### config.mk
export PLATFORM = sky130hd
export DESIGN_NAME = tcce_front
export DESIGN_NICKNAME = d
export VERILOG_FILES = /design/src/hdl/tcce_pkg.sv /design/src/hdl/tcce_front.sv
export SDC_FILE = /design/constraint.sdc
export NUM_CORES = 1
export LEC_CHECK = 0
export BUFFER_PORTS_ARGS = -buffer_cell sky130_fd_sc_hd__buf_2
export CORE_ASPECT_RATIO = 0.9
export CORE_MARGIN = 3
export CORE_UTILIZATION = 51
export DETAILED_ROUTE_END_ITERATION = 7
export PLACE_DENSITY = 0.85
export SLEW_MARGIN = 20
export SYNTH_ARGS = -nofsm -noshare
export SYNTH_HDL_FRONTEND = slang
export SYNTH_SLANG_ARGS = --single-unit
### constraint.sdc
create_clock -name clk -period 1.95 [get_ports clk]
set_input_delay 0.195 -clock clk [delete_from_list [all_inputs] [get_ports clk]]
set_output_delay 0.195 -clock clk [all_outputs]
set_load 0.02 [all_outputs]
### src/hdl/tcce_pkg.sv
// shared types and constants for the text console cursor engine
package tcce_pkg;

  localparam int COLUMNS   = 80;
  localparam int ROWS      = 25;
  localparam int TAB_WIDTH = 8;
  localparam int CELLS     = COLUMNS * ROWS;
  localparam int AW        = $clog2(CELLS);
  localparam int TAB_SH    = $clog2(TAB_WIDTH);

  localparam logic [7:0] CH_BS  = 8'd8;
  localparam logic [7:0] CH_TAB = 8'd9;
  localparam logic [7:0] CH_LF  = 8'd10;
  localparam logic [7:0] CH_CR  = 8'd13;
  localparam logic [7:0] CH_SP  = 8'h20;
  localparam logic [7:0] ATTR_RST = 8'h07;

  localparam logic [1:0] OP_PUT   = 2'd0;
  localparam logic [1:0] OP_READ  = 2'd1;
  localparam logic [1:0] OP_CLEAR = 2'd2;
  localparam logic [1:0] OP_NONE  = 2'd3;

  localparam logic [2:0] REG_LEFT   = 3'd0;
  localparam logic [2:0] REG_RIGHT  = 3'd1;
  localparam logic [2:0] REG_TOP    = 3'd2;
  localparam logic [2:0] REG_BOTTOM = 3'd3;
  localparam logic [2:0] REG_ATTR   = 3'd4;
  localparam logic [2:0] REG_NLRET  = 3'd5;

  typedef struct packed {
    logic [1:0] opcode;
    logic [7:0] char_code;
    logic [6:0] read_col;
    logic [4:0] read_row;
  } in_item_t;

  typedef struct packed {
    logic [6:0]  cursor_col;
    logic [4:0]  cursor_row;
    logic [15:0] cell_word;
    logic        scrolled;
  } out_item_t;

  // classified command from front to back
  typedef enum logic [2:0] {
    K_NOP, K_READ, K_CLEAR, K_PRINT, K_TAB, K_CR, K_LF, K_BS
  } kind_t;

  typedef struct packed {
    kind_t      kind;
    logic [7:0] ch;
    logic [6:0] rcol;
    logic [4:0] rrow;
  } cmd_t;

  typedef struct packed {
    logic [6:0] l;
    logic [6:0] r;
    logic [4:0] t;
    logic [4:0] b;
    logic [7:0] attr;
    logic       nlret;
  } win_t;

endpackage

### src/hdl/tcce_front.sv
// front end: classifies requests into commands and holds a two-entry queue
module tcce_front import tcce_pkg::*; (
  input  logic     clk,
  input  logic     rst_n,
  input  logic     push,
  output logic     full,
  input  in_item_t item,
  output logic     cmd_valid,
  output cmd_t     cmd,
  input  logic     cmd_take
);
  cmd_t       q_r [2];
  logic       wp_r, rp_r;
  logic [1:0] cnt_r;
  cmd_t       c;

  always_comb begin
    c.ch   = item.char_code;
    c.rcol = item.read_col;
    c.rrow = item.read_row;
    case (item.opcode)
      OP_PUT: begin
        case (item.char_code)
          CH_TAB:  c.kind = K_TAB;
          CH_CR:   c.kind = K_CR;
          CH_LF:   c.kind = K_LF;
          CH_BS:   c.kind = K_BS;
          default: c.kind = K_PRINT;
        endcase
      end
      OP_READ:  c.kind = K_READ;
      OP_CLEAR: c.kind = K_CLEAR;
      default:  c.kind = K_NOP;
    endcase
  end

  assign full      = cnt_r == 2'd2;
  assign cmd_valid = cnt_r != 2'd0;
  assign cmd       = q_r[rp_r];

  wire do_push = push && !full;
  wire do_pop  = cmd_valid && cmd_take;

  always_ff @(posedge clk) begin
    if (do_push) q_r[wp_r] <= c;
    if (!rst_n) begin
      wp_r <= 1'b0; rp_r <= 1'b0; cnt_r <= 2'd0;
    end else begin
      if (do_push) wp_r <= ~wp_r;
      if (do_pop) rp_r <= ~rp_r;
      cnt_r <= cnt_r + 2'(do_push) - 2'(do_pop);
    end
  end

`ifndef SYNTHESIS
  a_cnt: assert property (@(posedge clk) disable iff (!rst_n) cnt_r <= 2'd2)
    else $error("queue count overflow");
  a_nopop_empty: assert property (@(posedge clk) disable iff (!rst_n)
    cnt_r == 2'd0 |-> !do_pop) else $error("pop from empty queue");
  a_full: assert property (@(posedge clk) disable iff (!rst_n)
    full |=> cnt_r != 2'd0) else $error("full queue lost entries");
`endif
endmodule

==> results.toml, run 1 <==
[synth]
synth_cells = 108
ys_seq_area_share_pct = 75.7
syn_area_mm2 = 0.00196
avgSynthCellArea_um2 = 18.1
yosys_warnings = 0
ys_async_sr_fraction_pct = 0
syn-num-nets = 136
yosysUniqueCellTypes = 23
ys_ff_latch = 51
synth-edff-count = 46
synth_flop_cell = "edfxtp_1"

[timing]
fin_crit_sh_pct = 82.3
relSlewSlack_pct = 78.4
setup_tns_ns = 0
hold_ws_ns = 0.0829
hold_viol = 0
worst_pin_slew_ns = 0.321
fin_skew_ns = 0.00970
rsz0062_at_grt = "false"
fin_crit_ns = 1.61
fmax_mhz = 623
drv_slew = 0
setup_viol = 0

[routing]
vias = 1094
via_per_inst = 5.14
drc_errors = 0
routedWlPerCell_um = 15.2
ant_nets = 0
drt_iter0_markers = 67
totalWireLength_um = 3240
first_pass_iters = 4

[cells_and_area]
fin_area_mm2 = 0.00239
final_nets = 196
antennaDiodeCount = 0
drive_above_1_share_pct = 52.1
fillCellCount = 243
area_growth_pct = 22.0

[power]
power.leakage_nw = 0.937
peakVddDrop_uv = 743
comb_power_share_pct = 33.9
powerDensity_mw_per_mm2 = 1280
p_total_mw = 3.05
seqPwrFrac_pct = 47.5
pwr-share-clk_pct = 18.6
internal-power_mw = 2.09
p_sw_mw = 0.968
switching_share_pct = 31.7

[worst_hold_path]
hold_path.class = "input port to flop"

[placed_design]
dpl.hpwl_um = 2430
place.gp.congestion = 0.801
port_buffers = 50
dpl_cell_area_mm2 = 0.00230

[setup_path]
worst_setup_path_start_kind = "flop"
r2r_setup_slack_ns = 0.34
r2r_end = "cnt_r[1]"
r2r-start = "cnt_r[0]"
critPathTopFamily = "simple AND/OR/NAND/NOR gates"
worstPathCellList = "nand2b_1 -> nand2_1 -> ha_1 -> inv_1 -> ha_1 -> xor2_1 -> and2_1 -> nor3_1"
crit_path_frequent_cell = "ha_1"
end_kind = "flop"
crit_start = "cnt_r[0]"
required_ns = 2.16
slowest_stage = "dfxtp_1"
crit_path_max_incr_delay_ns = 0.37
path_max_fanout = 4
cp.depth = 8
worst-setup-path-type = "flop to flop"
critPathBufInv = 1
critPathCapture = "cnt_r[1]"
reg2regPathDepth = 8
arrival_ns = 1.82

[cts]
cts-root-buf = "clkbuf_8"
cts_resized = 0
cts_hold_buf = 0
clock_path_buffers = 2
clk_pin_slew_ns = 0.08
numClockSinks = 51
tritoncts.num_buffers = 5
htreeDepth = 2
clock_latency_ns = 0.30
post_cts_buffers = 0
cts_tree = "yes"

[global_route]
grt-ovfl-total = 0
top_usage_layer = "met2"
grt_max_degree = 21
grt_util_met2_pct = 27.6
grt_util_met3_pct = 6.36
grt_pass1_wl_um = 5460
grt_usage_pct = 15.8
met1_usage_pct = 17.0
antenna_found_initial = 0
first_global_vias = 1220

[run_status]
status = "completed"

[floorplanning]
fp.dieH_um = 64.8
start_util_pct = 55.5
ios = 51
core_area_mm2 = 0.00353
die_area_mm2 = 0.00462
rows = 20
die_x_um = 71.3

[job]
maxCapViolations = 0
## power groups by stage
stage | clock network [mW] | logic (mW) | registers, mW
3_3_place_gp | 0 | 1.02 | 1.47
5_1_grt | 0.653 | 1.13 | 1.47
3_5_place_dp | 0 | 1.05 | 1.48
6_report | 0.567 | 1.03 | 1.45
4_1_cts | 0.582 | 1.05 | 1.45
2_1_floorplan | 0 | 0.703 | 1.47
## kinds of logic after synthesis
family,after synthesis,synth area share [%]
xor gates and xnor gates,3,1.34
and+or+nand+nor,15,4.28
AOI/OAI and AO/OA,5,1.92
buffers and inverters,8,1.66
muxes,24,13.8
adders and majority gates,2,1.28
DFF,51,75.7
## area by class of cell
cell class	instances	area [um^2]	area share, %
tap	44	55.1	2.31
sequential	51	1480	62.1
multi-input combinational	49	443	18.6
clock inverter	2	12.5	0.524
timing repair buffer	55	300	12.6
clock buffer	6	72.6	3.04
inverter	6	22.5	0.943
## synthesized netlist by cell type, types with 2 or more instances
master / instances / share of area (%)
buf_2: 2 / 0.51
nand2_1: 2 / 0.38
ha_1: 2 / 1.3
and2_1: 2 / 0.64
edfxtp_1: 46 / 71
dfxtp_1: 5 / 5.1
mux2_2: 24 / 14
inv_1: 6 / 1.2
xnor2_1: 2 / 0.90
nor2_1: 4 / 0.77
## per-layer routing
layer  routed length (um)  up-vias
li1                     -      525
met1                 1200      534
met2                 1780       28
met3                  204        7
met4                   55        0
met5                    0        -
## cell usage in the layout (no fill, tap or decap), types with 2 or more instances in the layout
cell	Yosys	final
edfxtp_1	46	46
buf_2	2	50
dfxtp_1	5	5
nand2_1	2	2
ha_1	2	2
clkbuf_8	0	5
buf_4	0	4
xnor2_1	2	2
and2_1	2	2
mux2_2	24	24
nor2_1	4	4
inv_1	6	6
## state kept, by name, indices dropped and copies added, names as in the netlist, named ones only
signal	cells
cnt_r	2
q_r	46
rp_r	1
wp_r	1
## how the worst min path moves through the flow
stage | startpoint | slack [ns] | cells past startpoint | to
finish | item[4] | 0.08 | 1 | q_r[1][4]
global route | item[4] | 0.06 | 1 | q_r[1][4]
CTS | item[4] | 0.08 | 1 | q_r[1][4]
detailed placement | item[2] | 0.39 | 1 | q_r[0][2]
global placement | item[2] | 0.39 | 1 | q_r[1][2]
floorplan | item[0] | 0.29 | 0 | q_r[0][0]
## stage by stage
step                utilization, %  worst slack (ns)  cells
global placement              65.2             0.446    205
finish                        67.7             0.344    213
CTS                           67.7             0.334    213
floorplan                        -             0.173    108
global route                  67.7             0.225    213
detailed placement            65.2             0.367    205
(Power assumes the default switching activity.)
==> run 2: changes to the inputs <==
--- a/config.mk
+++ b/config.mk
@@ -8,9 +8,9 @@
 export BUFFER_PORTS_ARGS = -buffer_cell sky130_fd_sc_hd__buf_2
 export CORE_ASPECT_RATIO = 0.9
 export CORE_MARGIN = 3
-export CORE_UTILIZATION = 51
+export CORE_UTILIZATION = 46
 export DETAILED_ROUTE_END_ITERATION = 7
-export PLACE_DENSITY = 0.85
+export PLACE_DENSITY = 0.82
 export SLEW_MARGIN = 20
 export SYNTH_ARGS = -nofsm -noshare
 export SYNTH_HDL_FRONTEND = slang
==> constraint.sdc (replaced) <==
create_clock -name clk -period 1.42 [get_ports clk]
set_input_delay 0.142 -clock clk [delete_from_list [all_inputs] [get_ports clk]]
set_output_delay 0.142 -clock clk [all_outputs]
set_load 0.02 [all_outputs]
==> run 2 against run 1 <==
The run now ends with setup timing left. Die area increased by 9.9%. Combinational power is 130% higher. Fmax up 3.2%. Final area up 20%. Utilization is 5.7 points higher. Setup slack lost 0.48 ns. Largest cell class unchanged.
==> results.toml, run 2 (synthesis gave the netlist of run 1 again) <==
[setup_path]
worst-setup-path-type = "flop to flop"
required_ns = 1.64
path_max_fanout = 3
worst_setup_path_start_kind = "flop"
arrival_ns = 1.77
end_kind = "flop"

[floorplanning]
fp.dieH_um = 67.9
core_area_mm2 = 0.00389
rows = 21
start_util_pct = 50.3
die_area_mm2 = 0.00507
ios = 51
die_x_um = 74.8

[cts]
numClockSinks = 51
clock_path_buffers = 2
clk_pin_slew_ns = 0.08
cts_tree = "yes"
htreeDepth = 2
cts_hold_buf = 0
clock_latency_ns = 0.29
cts-root-buf = "clkbuf_8"
tritoncts.num_buffers = 5

[routing]
routedWlPerCell_um = 18.7
via_per_inst = 5.14
drc_errors = 0
first_pass_iters = 4
ant_nets = 0
drt_iter0_markers = 93
vias = 1161
totalWireLength_um = 4220

[timing]
setup_viol = 41
fin_crit_sh_pct = 110
setup_tns_ns = -1.63
fin_crit_ns = 1.56
drv_slew = 0
hold_viol = 0
worst_pin_slew_ns = 0.379
hold_ws_ns = 0.0385
rsz0062_at_grt = "true"
relSlewSlack_pct = 74.5
fin_skew_ns = 0.00775
fmax_mhz = 643
timing.final.ws_setup_ns = -0.136

[cells_and_area]
fin_area_mm2 = 0.00285
largest_reg_flops = 46
final_common_cell = "edfxtp_1"
drive_above_1_share_pct = 63.3
reg.largest.list = "q_r (46), cnt_r (2)"
final_cell_mix = "edfxtp_1 (46), buf_2 (27), buf_6 (24)"
fillCellCount = 234
area_growth_pct = 45.8
final_nets = 207
antennaDiodeCount = 0
largest_register = "q_r"

[power]
power.leakage_nw = 1.15
peakVddDrop_uv = 1230
powerDensity_mw_per_mm2 = 1840
p_total_mw = 5.25

[placed_design]
dpl.hpwl_um = 2600
place.gp.congestion = 0.714
port_buffers = 50
dpl_cell_area_mm2 = 0.00236

[global_route]
grt_pass1_wl_um = 5970
grt-ovfl-total = 0
grt_max_degree = 24
antenna_found_initial = 0
first_global_vias = 1204
grt_usage_pct = 16.6

[worst_hold_path]
hold_path.class = "input port to flop"

[job]
maxCapViolations = 0

[run_status]
violations = "setup timing"
status = "finished, violations left"
## run 2: changes by cell type in the layout (fill, tap and decap cells not counted), moves of 3 or more
cell and delta:
buf_2 -23, buf_4 +3, buf_6 +24, buf_8 +4, dfxtp_1 -3, inv_1 -3, mux2_2 -23, mux2_4 +23
## run 2: final timing paths
check	startpoint	endpoint	slack (ns)	cells past startpoint
worst min register to register	wp_r	wp_r	0.54	2
worst min-delay path	item[3]	q_r[1][3]	0.04	1
worst max-delay path	cnt_r[1]	cnt_r[1]	-0.14	7
worst max register to register	cnt_r[1]	cnt_r[1]	-0.14	7
## run 2: final cells by class
type	instances	area (um^2)	share of cell area (%)
clock buffers	6	72.6	2.54
clock inverters	2	8.76	0.307
inverters	6	28.8	1.01
multi-input cells	49	593	20.8
flip-flops and latches	51	1490	52.2
well taps	46	57.6	2.02
repair buffers	66	603	21.1
## run 2: metrics by stage
stage	util, %	std cells	setup WS [ns]
2_1_floorplan	-	108	-0.0417
3_3_place_gp	60.7	210	-0.0259
3_5_place_dp	60.7	210	-0.115
4_1_cts	70.5	223	-0.137
5_1_grt	73.4	226	-0.192
6_report	73.4	226	-0.136
## run 2: worst max-delay path: stages, from the launching register on
cell and delay (ns):
dfxtp_4 0.37, o21a_4 0.23, ha_4 0.26, inv_2 0.04, ha_4 0.16, xor2_2 0.17, and2_4 0.14, nor3_2 0.13
## run 2: what timing repair did
action | in CTS | in global routing
endpoints found under the setup margin | 44 | 48
gates resized for setup | 69 | 26
setup buffers | 2 | 6
gates cloned | 3 | 1
pin swaps | 0 | 7
hold endpoints to repair | 0 | 0
## run 2: report_power, final
group	total (mW)	switching, mW	internal (mW)
Clock	0.774	0.435	0.340
Sequential	2.06	0.126	1.94
Combinational	2.42	1.07	1.35
## run 2: metal layers
metal | part of all wire (%) | global-route usage (%) | wire length [um]
met4 | 0.78 | 5.33 | 33
met2 | 55 | 30.0 | 2300
met5 | 0 | 0 | 0
met3 | 4.4 | 4.41 | 187
met1 | 40 | 19.0 | 1690
==> run 3: changes to the inputs <==
--- a/config.mk
+++ b/config.mk
@@ -8,9 +8,11 @@
 export BUFFER_PORTS_ARGS = -buffer_cell sky130_fd_sc_hd__buf_2
 export CORE_ASPECT_RATIO = 0.9
 export CORE_MARGIN = 3
-export CORE_UTILIZATION = 46
+export CORE_UTILIZATION = 49
+export CTS_BUF_LIST = sky130_fd_sc_hd__clkbuf_8
 export DETAILED_ROUTE_END_ITERATION = 7
-export PLACE_DENSITY = 0.82
+export GPL_ROUTABILITY_DRIVEN = 1
+export PLACE_DENSITY = 0.86
 export SLEW_MARGIN = 20
 export SYNTH_ARGS = -nofsm -noshare
 export SYNTH_HDL_FRONTEND = slang
==> run 3 against run 2 <==
The flow still finishes with violations (setup timing). Via count is essentially flat. Wire length shrank 4.7%. Total power decreased by 2.7%. Clock power about the same. Non-clock buffer count is 4 lower. Setup slack improved by 0.053 ns. Critical path depth is 1 lower. Critical path type unchanged. Highest routed layer unchanged.
==> results.toml, run 3 (synthesis gave the netlist of run 1 again) <==
[cts]
htreeDepth = 2
cts_tree = "yes"
numClockSinks = 51
cts-root-buf = "clkbuf_8"
tritoncts.num_buffers = 5
clock_path_buffers = 2
clock_latency_ns = 0.29
clk_pin_slew_ns = 0.09

[job]
maxCapViolations = 0

[cells_and_area]
antennaDiodeCount = 0
final_cell_mix = "edfxtp_1 (46), buf_2 (27), buf_6 (25)"
fillCellCount = 240
area_growth_pct = 41.7
drive_above_1_share_pct = 60.8
final_nets = 203
largest_reg_flops = 46
fin_util_pct = 73.3
largest_register = "q_r"
final_common_cell = "edfxtp_1"
reg.largest.list = "q_r (46), cnt_r (2)"

[floorplanning]
die_x_um = 72.6
start_util_pct = 51.7
fp.dieH_um = 66.0
ios = 51
rows = 21
core_area_mm2 = 0.00378
die_area_mm2 = 0.00479

[global_route]
grt_max_degree = 16
grt-ovfl-total = 0
grt_pass1_wl_um = 6070
antenna_found_initial = 0
first_global_vias = 1213
grt_usage_pct = 17.7

[routing]
vias = 1160
routedWlPerCell_um = 18.1
totalWireLength_um = 4020
first_pass_iters = 4
drt_iter0_markers = 66
drc_errors = 0
ant_nets = 0
via_per_inst = 5.23

[timing]
rsz0062_at_grt = "true"
setup_viol = 43
drv_slew = 0
fin_skew_ns = 0.00318
fin_crit_ns = 1.50
relSlewSlack_pct = 77.2
fmax_mhz = 665
fin_crit_sh_pct = 106
timing.final.ws_setup_ns = -0.0839
hold_viol = 0
worst_pin_slew_ns = 0.339

[setup_path]
r2r_end = "q_r[0][0]"
end_kind = "flop"
crit_start = "cnt_r[0]"
reg2regPathDepth = 6
path_max_fanout = 12
arrival_ns = 1.52
r2r_setup_slack_ns = -0.08
worst-setup-path-type = "flop to flop"
worst_setup_path_start_kind = "flop"
r2r-start = "cnt_r[0]"
required_ns = 1.44

[run_status]
violations = "setup timing"
status = "finished, violations left"

[placed_design]
place.gp.congestion = 0.777
dpl.hpwl_um = 2570
port_buffers = 50
pre_cts_ws_ns = -0.114

[power]
internal-power_mw = 3.52
switching_share_pct = 31.2
comb_power_share_pct = 44.8
power.leakage_nw = 1.11
p_sw_mw = 1.59
seqPwrFrac_pct = 40.1
powerDensity_mw_per_mm2 = 1840
pwr-share-clk_pct = 15.2
peakVddDrop_uv = 1100

[worst_hold_path]
hold_path.class = "input port to flop"
min_to = "q_r[0][11]"
min_path_cells = 1
min_from = "item[11]"
==> run 3: power by group through the flow <==
| stage | Sequential (mW) | Combinational [mW] | Clock [mW] |
|---|---|---|---|
| floorplan | 2.02 | 1.00 | 0 |
| global placement | 2.02 | 1.53 | 0 |
| detailed placement | 2.04 | 1.57 | 0 |
| CTS | 2.04 | 2.12 | 0.804 |
| global route | 2.07 | 2.43 | 0.885 |
| finish | 2.05 | 2.29 | 0.775 |
==> run 3: area by class of cell <==
cell class                 instances  area, um^2  area share, %
clock inverter                     3        15.0          0.542
inverter                           6        28.8           1.04
tap                               46        57.6           2.08
multi-input combinational         49         571           20.6
sequential                        51        1490           53.7
timing repair buffer              62         544           19.6
clock buffer                       5        68.8           2.48
==> run 3: through the flow <==
stage	hold slack (ns)	power [mW]	cells	instance area [um^2]	setup TNS, ns
2_1_floorplan	0.241	3.03	108	1980	-0.989
5_1_grt	0.0115	5.38	222	2770	-3.90
3_3_place_gp	0.333	3.55	211	2370	-0.0236
3_5_place_dp	0.335	3.61	211	2370	-0.143
6_report	0.0313	5.11	222	2770	-2.22
4_1_cts	0.0177	4.97	223	2700	-1.94
==> run 3: what timing repair did <==
item                       in CTS  in global routing
cloned                          2                  0
setup endpoints to repair      29                 48
resized for setup              62                 27
hold buffers                    0                  0
pin swaps                       0                  1
buffers inserted                2                  2
==> run 3: worst max path at each step <==
stage                     slack [ns]   endpoint  depth (start not counted)
after floorplan                -0.04  q_r[0][0]                          4
after global placement         -0.02   cnt_r[1]                          8
after detailed placement       -0.11   cnt_r[1]                          8
after CTS                      -0.13   cnt_r[1]                          8
after global routing           -0.14   cnt_r[1]                          8
final                          -0.08  q_r[0][0]                          6
==> run 3: critical path: stages (launching register included) <==
cell and delay [ns]:
dfxtp_2 0.35, nand2b_4 0.14, buf_12 0.10, inv_4 0.03, or3_4 0.34, clkinvlp_4 0.12, buf_12 0.15
==> run 3: per-layer routing <==
layer | GRT usage, % | vias up | part of all wire, % | routed length (um)
met5 | 0 | - | 0 | 0
met3 | 5.93 | 12 | 7.4 | 297
met1 | 20.4 | 565 | 37 | 1500
li1 | - | 540 | - | -
met4 | 7.14 | 0 | 2.8 | 114
met2 | 30.2 | 43 | 52 | 2110
