File: src/hdl/tcce_pkg.sv
// shared types and constants for the text console cursor engine
package tcce_pkg;

  localparam int COLUMNS   = 80;
  localparam int ROWS      = 25;
  localparam int TAB_WIDTH = 8;
  localparam int CELLS     = COLUMNS * ROWS;
  localparam int AW        = $clog2(CELLS);
  localparam int TAB_SH    = $clog2(TAB_WIDTH);

  localparam logic [7:0] CH_BS  = 8'd8;
  localparam logic [7:0] CH_TAB = 8'd9;
  localparam logic [7:0] CH_LF  = 8'd10;
  localparam logic [7:0] CH_CR  = 8'd13;
  localparam logic [7:0] CH_SP  = 8'h20;
  localparam logic [7:0] ATTR_RST = 8'h07;

  localparam logic [1:0] OP_PUT   = 2'd0;
  localparam logic [1:0] OP_READ  = 2'd1;
  localparam logic [1:0] OP_CLEAR = 2'd2;
  localparam logic [1:0] OP_NONE  = 2'd3;

  localparam logic [2:0] REG_LEFT   = 3'd0;
  localparam logic [2:0] REG_RIGHT  = 3'd1;
  localparam logic [2:0] REG_TOP    = 3'd2;
  localparam logic [2:0] REG_BOTTOM = 3'd3;
  localparam logic [2:0] REG_ATTR   = 3'd4;
  localparam logic [2:0] REG_NLRET  = 3'd5;

  typedef struct packed {
    logic [1:0] opcode;
    logic [7:0] char_code;
    logic [6:0] read_col;
    logic [4:0] read_row;
  } in_item_t;

  typedef struct packed {
    logic [6:0]  cursor_col;
    logic [4:0]  cursor_row;
    logic [15:0] cell_word;
    logic        scrolled;
  } out_item_t;

  // classified command from front to back
  typedef enum logic [2:0] {
    K_NOP, K_READ, K_CLEAR, K_PRINT, K_TAB, K_CR, K_LF, K_BS
  } kind_t;

  typedef struct packed {
    kind_t      kind;
    logic [7:0] ch;
    logic [6:0] rcol;
    logic [4:0] rrow;
  } cmd_t;

  typedef struct packed {
    logic [6:0] l;
    logic [6:0] r;
    logic [4:0] t;
    logic [4:0] b;
    logic [7:0] attr;
    logic       nlret;
  } win_t;

endpackage

File: src/hdl/tcce_regs.sv
// configuration registers behind the apb port
module tcce_regs import tcce_pkg::*; (
  input  logic        clk,
  input  logic        rst_n,
  input  logic        psel,
  input  logic        penable,
  input  logic        pwrite,
  input  logic [4:0]  paddr,
  input  logic [31:0] pwdata,
  output logic [31:0] prdata,
  output logic        pready,
  output win_t        win
);
  win_t w_r;
  wire [2:0] idx = paddr[4:2];
  assign pready = 1'b1;
  assign win = w_r;

  always_ff @(posedge clk) begin
    if (!rst_n) begin
      w_r.l <= 7'd0; w_r.r <= 7'(COLUMNS-1); w_r.t <= 5'd0; w_r.b <= 5'(ROWS-1);
      w_r.attr <= ATTR_RST; w_r.nlret <= 1'b1;
    end else if (psel && penable && pwrite) begin
      case (idx)
        REG_LEFT:   w_r.l <= pwdata[6:0];
        REG_RIGHT:  w_r.r <= pwdata[6:0];
        REG_TOP:    w_r.t <= pwdata[4:0];
        REG_BOTTOM: w_r.b <= pwdata[4:0];
        REG_ATTR:   w_r.attr <= pwdata[7:0];
        REG_NLRET:  w_r.nlret <= pwdata[0];
        default: ;
      endcase
    end
  end

  always_comb begin
    case (idx)
      REG_LEFT:   prdata = {25'd0, w_r.l};
      REG_RIGHT:  prdata = {25'd0, w_r.r};
      REG_TOP:    prdata = {27'd0, w_r.t};
      REG_BOTTOM: prdata = {27'd0, w_r.b};
      REG_ATTR:   prdata = {24'd0, w_r.attr};
      REG_NLRET:  prdata = {31'd0, w_r.nlret};
      default:    prdata = 32'd0;
    endcase
  end
endmodule
File: config.mk
export PLATFORM = sky130hd
export DESIGN_NAME = tcce_regs
export DESIGN_NICKNAME = d
export VERILOG_FILES = /design/src/hdl/tcce_pkg.sv /design/src/hdl/tcce_regs.sv
export SDC_FILE = /design/constraint.sdc
export NUM_CORES = 1
export LEC_CHECK = 0
export BUFFER_PORTS_ARGS = -buffer_cell sky130_fd_sc_hd__buf_2
export CORE_MARGIN = 8
export CORE_UTILIZATION = 39
export DETAILED_ROUTE_END_ITERATION = 16
export PLACE_DENSITY = 0.74
export SYNTH_ARGS = -nofsm -noshare
export SYNTH_HDL_FRONTEND = slang
export SYNTH_SLANG_ARGS = --single-unit
File: constraint.sdc
create_clock -name clk -period 0.9 [get_ports clk]
set_clock_uncertainty 0.05 [all_clocks]
set_input_delay 0.045 -clock clk [delete_from_list [all_inputs] [get_ports clk]]
set_output_delay 0.045 -clock clk [all_outputs]
set_load 0.02 [all_outputs]
==> out/summary.log, run 1 <==
[outcome] outcome finished with violations
[outcome] violated checks setup timing
[timing] hold slack 24.1 ps
[power] Static Leakage 1.44 nW
[floorplanning] count of pins on the block boundary 108
[floorplanning] floorplan row count 25
[grt] antenna violations before repair 0
[final_layout] fraction of layout cells with a size suffix above 1 0.598
[placement] total placed instance area 2470 sq um
[grt] total routing usage reported by global routing 0.164
[grt] remaining global-route overflow 0
[clock_network] root cell of the clock tree sky130_fd_sc_hd__clkbuf_8
[yosys] Yosys cell types 34
[setup_path] critical path endpoint category primary output
[yosys] total of flip-flops plus latches after synthesis 33
[setup_path] WS Path Type reg -> out
[timing] total of endpoints with negative setup slack in the final report 27
[floorplanning] DIE WIDTH 84.7 um
[setup_path] CP Cell Sequence mux2i_1 -> o32ai_1 -> a221o_1 -> buf_6
[yosys] number of enable flip-flop cells after synthesis 0
[final_layout] multi-input gate area in the final layout 1050 sq um
[grt] pin count of the biggest net entering global routing 25
[timing] fin. max-slew vios 0
[setup_path] data required time of the worst path 810 ps
[yosys] top post-synthesis cells by area sky130_fd_sc_hd__dfxtp_1, sky130_fd_sc_hd__mux2i_1, sky130_fd_sc_hd__buf_4
[yosys] Async SR Flop Fraction 0
[setup_path] start point of the critical path win[14]$_SDFFE_PN0P_
[final_layout] layout overhead on the synthesized area 65.5%
[yosys] synthesized area per cell 9.11 sq um
[setup_path] Crit-path slowest cell sky130_fd_sc_hd__dfxtp_2
[power] PD cells 1060 nW/um^2
[route] total number of vias 1798
[worst_hold_path] hold path startpoint pwdata[1]
[yosys] top-area cell type share of the netlist area 0.359
[final_layout] Non-Filler Cell Area, Final 3040 sq um
[route] DRT Pass-1 Iters 4
[yosys] top post-synthesis cells by count sky130_fd_sc_hd__dfxtp_1, sky130_fd_sc_hd__nand2_1, sky130_fd_sc_hd__mux2i_1, sky130_fd_sc_hd__buf_4, sky130_fd_sc_hd__inv_1
[final_layout] Diodes inserted 0
[worst_hold_path] hold path endpoint win[20]$_SDFFE_PN1P_
[yosys] most instantiated flip-flop cell in the synthesis netlist sky130_fd_sc_hd__dfxtp_1
[final_layout] area taken by flip-flops and latches 716 sq um
[route] remaining number of nets flagged by the antenna check after routing 0
[grt] global-route wire length before repair 9.36 mm
[worst_hold_path] Hold Path Stages 3
[worst_hold_path] Hold WC Path Type in -> reg
[route] final routed wire length divided by cell count 16.6 um
[floorplanning] initial standard-cell utilization of the core 0.397
[placement] Inst Count DP 346
[yosys] number of warnings printed during yosys synthesis 0
[placement] DP HPWL 4.29 mm
[flow_run] reported max-cap violation count 0
[timing] Final min period 1380 ps
[grt] via count of the first global-routing pass 1816
[clock_network] number of buffers inserted during clock tree synthesis 5
[final_layout] number of flip-flops under the largest register name 33
[yosys] sequential element share of the synthesized area 0.359
[setup_path] nature of the critical path startpoint flip-flop
[clock_network] count of H-tree levels built during CTS 2
[setup_path] largest fanout on the critical path 2
[setup_path] endpoint of the worst register-to-register path win[0]$_SDFFE_PN1P_
[floorplanning] floorplan die height 84.7 um
[final_layout] non-filler cells in the finished layout 365
[setup_path] FF-to-FF path depth 4
[final_layout] Net count, final 352
[floorplanning] Die Area 7170 sq um
[power] peak ir drop on the vdd network 0.676 mV
[placement] GP Congestion 0.906
[placement] count of buffers from port buffering 56
[route] Post-Route WL 6.05 mm
[clock_network] clock slew at the register clock pins of the worst setup and hold paths 70 ps
[placement] Setup Slack @ Placement -303 ps
[route] drt first-iter violations 124
[yosys] number of instances in the synthesized netlist 202
[yosys] Yosys top cell by area sky130_fd_sc_hd__dfxtp_1
[setup_path] R2R Setup Slk 10 ps
[timing] final-report hold violation count 0
[yosys] Syn Std Cell Area 1840 sq um
[route] number of remaining DRC errors 0
[timing] setup repair after global routing missed its margin true
[clock_network] clock tree buffer depth 2
[final_layout] number of inserted filler cells in the final layout 380
[clock_network] clock latency of the later-clocked register in the worst-skew pair 290 ps
[timing] share of the clock period used by the worst path after layout 1.54
[setup_path] worst flop-to-flop path startpoint win[0]$_SDFFE_PN1P_
[timing] final worst slack -483 ps
[setup_path] biggest cell delay along the critical path 330 ps
[route] vias per cell 4.93
[clock_network] number of clock sinks seen by CTS 33
[power] Final Power 3.23 mW
[floorplanning] core box area 4630 sq um
[clock_network] clock tree from TritonCTS done
[setup_path] arrival time of the worst setup path 1290 ps
[timing] maximum clock rate 0.723 GHz
-- cell type report --
class                   count  area share
clock buffers               6      0.0238
clock inverters             2     0.00329
inverters                  10      0.0123
multi-input cells         143       0.346
flip-flops and latches     33       0.235
well taps                  54      0.0222
repair buffers            117       0.357
-- layer usage --
| metal | routed length (um) | GRT usage |
|---|---|---|
| met4 | 62 | 0.0485 |
| met1 | 2500 | 0.191 |
| met5 | 0 | 0 |
| met2 | 3030 | 0.270 |
| met3 | 462 | 0.0634 |
-- repair_timing --
| item | in CTS | in global routing |
|---|---|---|
| setup endpoints to repair | 37 | 48 |
| resized for setup | 91 | 45 |
| buffers inserted | 2 | 15 |
| hold buffers | 6 | 0 |
| endpoints found under the hold margin | 10 | 0 |
| pin swaps | 3 | 5 |
-- kinds of logic (layout without fill, tap and decap cells) --
group                  after synthesis  in the layout  synth area share
AO/OA/AOI/OAI                       28             28             0.135
buffers and inverters               49            135             0.171
flip-flops                          33             33             0.359
multiplexers                        31             31             0.169
other                                2             25           0.00408
AND/OR/NAND/NOR                     59             59             0.162
-- through the flow --
step / utilization / TNS (ps)
after global placement: 0.533 / -8870
final: 0.658 / -3870
after detailed placement: 0.533 / -9340
after CTS: 0.626 / -3790
after floorplan: - / -1700
after global routing: 0.658 / -4870
-- report_power, final --
part | switching, mW | internal (mW) | total [mW]
sequential | 0.0123 | 1.46 | 1.47
combinational | 0.370 | 0.274 | 0.643
clock | 0.579 | 0.536 | 1.11
total | 0.961 | 2.27 | 3.23
-- worst max-delay path by stage --
stage                               end  cells past startpoint  slack, ps
floorplan                     prdata[0]                      3       -110
global placement    win[9]$_SDFFE_PN0P_                      5       -280
detailed placement  win[9]$_SDFFE_PN0P_                      5       -300
CTS                           prdata[0]                      4       -480
global route                  prdata[0]                      4       -570
finish                        prdata[0]                      4       -480
-- critical path, delay by kind of cell (launching register included) --
kind	cells	cell delay (ps)
AOI/OAI and AO/OA	2	390
muxes	1	140
DFF	1	330
buffers and inverters	1	140
-- cells in the final DEF, fill, tap and decap left out, drive strengths merged, types with 2 or more instances in the layout --
master / n
nor2: 4
a2bb2oi: 2
mux2i: 31
a22oi: 3
dfxtp: 33
dlygate4sd3: 6
nor2b: 4
nand2: 35
o311ai: 4
nand4: 3
clkinv: 2
o21ai: 5
clkbuf: 6
inv: 10
nand3: 5
conb: 25
o211ai: 7
buf: 111
and2: 3
o221ai: 3
Power figures use the tool's default switching activity.
==> inputs of run 2 (changes only) <==
--- a/config.mk
+++ b/config.mk
@@ -6,10 +6,12 @@
 export NUM_CORES = 1
 export LEC_CHECK = 0
 export BUFFER_PORTS_ARGS = -buffer_cell sky130_fd_sc_hd__buf_2
+export CELL_PAD_IN_SITES_DETAIL_PLACEMENT = 1
+export CELL_PAD_IN_SITES_GLOBAL_PLACEMENT = 2
 export CORE_MARGIN = 8
-export CORE_UTILIZATION = 39
+export CORE_UTILIZATION = 21
 export DETAILED_ROUTE_END_ITERATION = 16
-export PLACE_DENSITY = 0.74
+export PLACE_DENSITY = 0.73
 export SYNTH_ARGS = -nofsm -noshare
 export SYNTH_HDL_FRONTEND = slang
 export SYNTH_SLANG_ARGS = --single-unit
==> run 2 against run 1 <==
Effect of this change:
- the run still ends with setup timing left
- setup slack worse by 2.3 ps
- total power up 1.8%
- utilization fell by 29 points
- sequential power about the same
- maximum frequency shrank 0.17%
- global-route usage decreased by 5.0 points
- cell area grew 4.1%
- non-clock buffer count grew 3
- largest power group unchanged
- die area increased by 67%
==> out/summary.log, run 2 (synthesis results as in run 1) <==
[outcome] outcome finished with violations
[outcome] violated checks setup timing
[power] Static Leakage 1.47 nW [+1.6%]
[final_layout] Final Util 0.369 [-0.289]
[setup_path] data required time of the worst path 810 ps [about the same]
[final_layout] leading cell types in the layout, fill and taps excluded sky130_fd_sc_hd__buf_6, sky130_fd_sc_hd__buf_4, sky130_fd_sc_hd__nand2_1, sky130_fd_sc_hd__mux2i_1, sky130_fd_sc_hd__dfxtp_2
[setup_path] worst flop-to-flop path startpoint win[25]$_SDFFE_PN1P_
[placement] DP HPWL 5.34 mm [+24%]
[setup_path] WS Path Type reg -> out
[flow_run] reported max-cap violation count 0 [unchanged]
[worst_hold_path] Hold WC Path Type in -> reg
[worst_hold_path] Hold Path Stages 3 [unchanged]
[route] final routed wire length divided by cell count 16.1 um [-2.7%]
[final_layout] Non-Filler Cell Area, Final 3170 sq um [+4.1%]
[final_layout] number of inserted filler cells in the final layout 1001 [+160%]
[setup_path] arrival time of the worst setup path 1290 ps [about the same]
[floorplanning] floorplan row count 34 [+36%]
[timing] Final min period 1390 ps [+2.34 ps]
[final_layout] fraction of layout cells with a size suffix above 1 0.608 [+0.0102]
[grt] remaining global-route overflow 0 [unchanged]
[timing] total of endpoints with negative setup slack in the final report 32 [+19%]
[clock_network] number of buffers inserted during clock tree synthesis 5 [unchanged]
[final_layout] Net count, final 355 [+0.85%]
[worst_hold_path] hold path startpoint pwdata[3]
[route] total number of vias 1801 [+0.17%]
[grt] global-route wire length before repair 10.5 mm [+12%]
[floorplanning] Die Area 12000 sq um [+67%]
[setup_path] nature of the critical path startpoint flip-flop
[setup_path] largest fanout on the critical path 2 [unchanged]
[placement] count of buffers from port buffering 56 [unchanged]
[route] Post-Route WL 6.81 mm [+12%]
[placement] GP Congestion 0.743 [-18%]
[grt] via count of the first global-routing pass 1984 [+9.3%]
[grt] total routing usage reported by global routing 0.113 [-0.0503]
[timing] share of the clock period used by the worst path after layout 1.54 [+0.00260]
[setup_path] critical path endpoint category primary output
[power] peak ir drop on the vdd network 0.416 mV [-38%]
[placement] total placed instance area 2560 sq um [+3.9%]
[timing] maximum clock rate 0.722 GHz [-0.17%]
[clock_network] root cell of the clock tree sky130_fd_sc_hd__clkbuf_8
[timing] setup repair after global routing missed its margin true
[route] DRT Pass-1 Iters 4 [unchanged]
[route] vias per cell 4.27 [-13%]
[setup_path] endpoint of the worst register-to-register path win[25]$_SDFFE_PN1P_
[clock_network] clock tree buffer depth 2 [unchanged]
[setup_path] FF-to-FF path depth 4 [unchanged]
[route] number of remaining DRC errors 0 [unchanged]
[setup_path] R2R Setup Slk 30 ps [+20 ps]
[final_layout] number of flip-flops under the largest register name 33 [unchanged]
[clock_network] number of clock sinks seen by CTS 33 [unchanged]
[clock_network] clock latency of the later-clocked register in the worst-skew pair 280 ps [about the same]
[final_layout] area taken by flip-flops and latches 713 sq um [-0.35%]
[floorplanning] core box area 8590 sq um [+86%]
[route] drt first-iter violations 42 [-66%]
[floorplanning] initial standard-cell utilization of the core 0.214 [-0.183]
[clock_network] clock slew at the register clock pins of the worst setup and hold paths 70 ps [about the same]
[final_layout] multi-input gate area in the final layout 1040 sq um [-1.1%]
[final_layout] Diodes inserted 0 [unchanged]
[clock_network] count of H-tree levels built during CTS 2 [unchanged]
[final_layout] layout overhead on the synthesized area 72.2%
[grt] antenna violations before repair 0 [unchanged]
[floorplanning] count of pins on the block boundary 108 [unchanged]
[worst_hold_path] hold path endpoint win[22]$_SDFFE_PN1P_
[floorplanning] floorplan die height 110 um [+29%]
[timing] final worst slack -485 ps [-2.34 ps]
[grt] pin count of the biggest net entering global routing 18 [-28%]
[clock_network] clock tree from TritonCTS done
[route] remaining number of nets flagged by the antenna check after routing 0 [unchanged]
[timing] final-report hold violation count 0 [unchanged]
[floorplanning] DIE WIDTH 110 um [+29%]
[timing] fin. max-slew vios 0 [unchanged]
[final_layout] most common cell after layout, fill and taps aside sky130_fd_sc_hd__buf_6
[power] PD cells 1040 nW/um^2 [-2.1%]
==> run 2: cell types whose count changed in the layout (fill, tap and decap cells not counted), sizes merged <==
cell	previous run	this run
dlygate4sd3	6	3
buf	111	117
clkbuf	6	8
clkinv	2	0
==> run 2: how the worst max path moves through the flow <==
| stage | from | end | slack, ps | cells after the start |
|---|---|---|---|---|
| 3_5_place_dp | paddr[3] | win[5]$_SDFFE_PN0P_ | -330 | 5 |
| 4_1_cts | win[14]$_SDFFE_PN0P_ | prdata[0] | -500 | 4 |
| 3_3_place_gp | paddr[4] | prdata[0] | -310 | 5 |
| 5_1_grt | win[19]$_SDFFE_PN1P_ | prdata[0] | -550 | 4 |
| 2_1_floorplan | win[14]$_SDFFE_PN0P_ | prdata[0] | -110 | 3 |
| 6_report | win[14]$_SDFFE_PN0P_ | prdata[0] | -490 | 4 |
==> run 2: area by class of cell <==
cell class,instances,share of cell area
timing repair buffer,120,0.363
multi-input combinational,143,0.329
clock buffer,8,0.0284
tap,108,0.0427
inverter,10,0.0118
sequential,33,0.225
==> run 2: per-layer routing <==
layer  share of wire  GRT usage
met1            0.41      0.126
met2            0.51      0.200
met3           0.069     0.0399
met4           0.010     0.0318
met5               0          0
==> run 2: critical path, stage by stage (launching register included) <==
cell and delay, ps:
sky130_fd_sc_hd__dfxtp_2 330, sky130_fd_sc_hd__mux2i_1 140, sky130_fd_sc_hd__o32ai_1 100, sky130_fd_sc_hd__a221o_1 300
sky130_fd_sc_hd__buf_6 140
==> run 2: per-stage QoR <==
step                      worst slack, ps  power [mW]  TNS [ps]  hold slack [ps]  std cells
after detailed placement             -326        2.06    -10270              255        402
final                                -485        3.29     -3590             6.08        422
after global placement               -306        2.05     -9000              249        402
after floorplan                      -110        1.92     -1700              137        225
after CTS                            -497        3.31     -3960            0.988        414
after global routing                 -545        3.45     -4820             8.89        422
==> run 2: what timing repair did <==
item / 4_1_cts / 5_1_grt
endpoints found under the hold margin: 4 / 1
endpoints found under the setup margin: 45 / 51
hold buffers: 2 / 1
setup buffers: 6 / 13
pin swaps: 6 / 6
resized for setup: 107 / 33
==> run 2: where the power goes <==
group          switching (mW)  total [mW]  internal (mW)
clock                   0.543        1.17          0.624
sequential             0.0114        1.47           1.46
combinational           0.372       0.648          0.276
==> inputs of run 3 (changes only) <==
--- a/config.mk
+++ b/config.mk
@@ -8,10 +8,12 @@
 export BUFFER_PORTS_ARGS = -buffer_cell sky130_fd_sc_hd__buf_2
 export CELL_PAD_IN_SITES_DETAIL_PLACEMENT = 1
 export CELL_PAD_IN_SITES_GLOBAL_PLACEMENT = 2
+export CORE_ASPECT_RATIO = 2
 export CORE_MARGIN = 8
 export CORE_UTILIZATION = 21
 export DETAILED_ROUTE_END_ITERATION = 16
 export PLACE_DENSITY = 0.73
+export REMOVE_ABC_BUFFERS = 1
 export SYNTH_ARGS = -nofsm -noshare
 export SYNTH_HDL_FRONTEND = slang
 export SYNTH_SLANG_ARGS = --single-unit
==> run 3 against run 2 <==
Effect of this change:
- largest cell class unchanged
- the run still ends with setup timing left
- utilization up 3.0 points
- sequential cell count stayed put
- critical path depth did not move
- largest power group is now clock
- critical path type unchanged
- wire length grew 16%
==> out/summary.log, run 3 (synthesis results as in run 1) <==
[route] remaining number of nets flagged by the antenna check after routing 0 [unchanged]
[route] DRT Pass-1 Iters 4 [unchanged]
[clock_network] root cell of the clock tree sky130_fd_sc_hd__clkbuf_16
[setup_path] R2R Setup Slk -70 ps [-100 ps]
[final_layout] leading cell types in the layout, fill and taps excluded sky130_fd_sc_hd__buf_6, sky130_fd_sc_hd__buf_4, sky130_fd_sc_hd__nand2_1, sky130_fd_sc_hd__dfxtp_2, sky130_fd_sc_hd__mux2i_1
[flow_run] reported max-cap violation count 0 [unchanged]
[floorplanning] floorplan row count 48 [+41%]
[setup_path] Worst path top cell family by delay compound AO/OA/AOI/OAI gates
[grt] antenna violations before repair 0 [unchanged]
[worst_hold_path] Hold Path Stages 3 [unchanged]
[final_layout] Net count, final 367 [+3.4%]
[final_layout] Final Util 0.398 [+0.0298]
[timing] final worst slack -510 ps [-24.3 ps]
[outcome] violated checks setup timing
[timing] maximum clock rate 0.709 GHz [-1.7%]
[timing] Final min period 1410 ps [+24.3 ps]
[timing] fin. max-slew vios 0 [unchanged]
[clock_network] number of clock sinks seen by CTS 33 [unchanged]
[placement] count of buffers from port buffering 56 [unchanged]
[final_layout] Diodes inserted 0 [unchanged]
[floorplanning] floorplan die height 148 um [+35%]
[worst_hold_path] hold path endpoint win[22]$_SDFFE_PN1P_
[setup_path] data required time of the worst path 810 ps [about the same]
[placement] DP HPWL 5.77 mm [+8.1%]
[worst_hold_path] Hold WC Path Type in -> reg
[clock_network] clock tree buffer depth 2 [unchanged]
[power] Static Leakage 1.59 nW [+8.3%]
[timing] setup repair after global routing missed its margin true
[setup_path] biggest cell delay along the critical path 340 ps [about the same]
[route] final routed wire length divided by cell count 18.6 um [+15%]
[setup_path] CP Cell Sequence mux2i_4 -> o32ai_2 -> a221o_1 -> buf_6
[setup_path] arrival time of the worst setup path 1310 ps [+20 ps]
[route] drt first-iter violations 138 [+230%]
[route] total number of vias 1905 [+5.8%]
[clock_network] clock tree from TritonCTS done
[setup_path] Crit-path slowest cell sky130_fd_sc_hd__dfxtp_2
[worst_hold_path] hold path startpoint pwdata[3]
[setup_path] largest fanout on the critical path 2 [unchanged]
[timing] share of the clock period used by the worst path after layout 1.57 [+0.0270]
[setup_path] worst flop-to-flop path startpoint win[14]$_SDFFE_PN0P_
[setup_path] FF-to-FF path depth 5 [+1]
[final_layout] number of flip-flops under the largest register name 33 [unchanged]
[setup_path] WS Path Type reg -> out
[power] peak ir drop on the vdd network 0.618 mV [+48%]
[route] Post-Route WL 7.91 mm [+16%]
[grt] pin count of the biggest net entering global routing 21 [+3]
[final_layout] layout overhead on the synthesized area 86.1%
[placement] GP Congestion 0.830 [+12%]
[outcome] outcome finished with violations
[clock_network] clock slew at the register clock pins of the worst setup and hold paths 60 ps [about the same]
[timing] hold slack 5.60 ps [-0.483 ps]
[floorplanning] DIE WIDTH 82.2 um [-25%]
[setup_path] number of buffer and inverter instances along the worst setup path 1 [unchanged]
[final_layout] most common cell after layout, fill and taps aside sky130_fd_sc_hd__buf_6
[floorplanning] count of pins on the block boundary 108 [unchanged]
[grt] via count of the first global-routing pass 2161 [+8.9%]
[grt] total routing usage reported by global routing 0.126 [+0.0129]
[setup_path] endpoint of the worst register-to-register path win[14]$_SDFFE_PN0P_
[route] vias per cell 4.47 [+4.8%]
[route] number of remaining DRC errors 0 [unchanged]
[setup_path] nature of the critical path startpoint flip-flop
[power] PD cells 1310 nW/um^2 [+26%]
[setup_path] critical path endpoint category primary output
[clock_network] number of buffers inserted during clock tree synthesis 5 [unchanged]
[floorplanning] core box area 8590 sq um [about the same]
[final_layout] fraction of layout cells with a size suffix above 1 0.647 [+0.0390]
[grt] global-route wire length before repair 11.3 mm [+8.0%]
[timing] final-report hold violation count 0 [unchanged]
[timing] total of endpoints with negative setup slack in the final report 40 [+25%]
[grt] remaining global-route overflow 0 [unchanged]
[clock_network] count of H-tree levels built during CTS 2 [unchanged]
[floorplanning] initial standard-cell utilization of the core 0.214 [about the same]
[floorplanning] Die Area 12200 sq um [+1.5%]
[clock_network] clock latency of the later-clocked register in the worst-skew pair 290 ps [about the same]
[run 3: changes by cell type in the layout (fill, tap and decap cells not counted), moves of 4 or more]
| cell | change |
|---|---|
| sky130_fd_sc_hd__dfxtp_4 | -5 |
| sky130_fd_sc_hd__clkbuf_16 | +5 |
| sky130_fd_sc_hd__buf_4 | +4 |
| sky130_fd_sc_hd__clkbuf_8 | -6 |
| sky130_fd_sc_hd__dfxtp_2 | +5 |
| sky130_fd_sc_hd__buf_6 | +6 |
[run 3: area by class of cell]
| type | count | area (sq um) |
|---|---|---|
| clock buffer | 5 | 125 |
| clock inverter | 3 | 65.1 |
| fill | 988 | 5170 |
| inverter | 10 | 37.5 |
| multi-input combinational | 143 | 1100 |
| sequential | 33 | 701 |
| tap | 100 | 125 |
| timing repair buffer | 132 | 1270 |
[run 3: power by group]
group | internal [mW] | switching [mW] | total [mW] | leakage (nW)
logic | 0.302 | 0.403 | 0.705 | 1.22
clock network | 1.58 | 0.699 | 2.28 | 0.0938
registers | 1.48 | 0.0121 | 1.49 | 0.272
total | 3.36 | 1.11 | 4.47 | 1.59
[run 3: worst min-delay path, cell delays in order]
cell and delay (ps):
sky130_fd_sc_hd__buf_2 110, sky130_fd_sc_hd__nand3_1 80, sky130_fd_sc_hd__o211ai_2 70
[run 3: what timing repair did]
action | CTS | global route
setup buffers | 11 | 25
endpoints found under the setup margin | 54 | 61
hold endpoints to repair | 4 | 0
pin swaps | 8 | 10
resized for setup | 143 | 52
hold buffers | 3 | 0
[run 3: metal layers]
layer / vias to the layer above / part of all wire / GRT usage
met3: 20 / 0.064 / 0.0357
li1: 889 / - / -
met1: 924 / 0.32 / 0.103
met2: 72 / 0.57 / 0.245
met4: 0 / 0.044 / 0.0752
met5: - / 0 / 0
[run 3: worst max-delay path by stage]
| stage | start | end | slack (ps) | cells past startpoint |
|---|---|---|---|---|
| 6_report | win[0]$_SDFFE_PN1P_ | prdata[0] | -510 | 4 |
| 5_1_grt | win[14]$_SDFFE_PN0P_ | prdata[0] | -550 | 4 |
| 4_1_cts | win[0]$_SDFFE_PN1P_ | prdata[0] | -520 | 4 |
| 3_5_place_dp | paddr[4] | win[15]$_SDFFE_PN0P_ | -390 | 5 |
| 3_3_place_gp | paddr[4] | win[16]$_SDFFE_PN0P_ | -330 | 5 |
| 2_1_floorplan | paddr[4] | win[10]$_SDFFE_PN0P_ | -270 | 3 |
[run 3: through the flow]
| step | setup TNS (ps) | std cells | total power [mW] | setup slack, ps | area, sq um |
|---|---|---|---|---|---|
| 3_3_place_gp | -10190 | 398 | 2.05 | -332 | 2510 |
| 6_report | -3960 | 426 | 4.47 | -510 | 3420 |
| 2_1_floorplan | -4660 | 186 | 1.77 | -269 | 1650 |
| 3_5_place_dp | -11020 | 398 | 2.06 | -389 | 2510 |
| 5_1_grt | -5160 | 426 | 4.59 | -545 | 3420 |
| 4_1_cts | -3900 | 414 | 4.40 | -521 | 3180 |
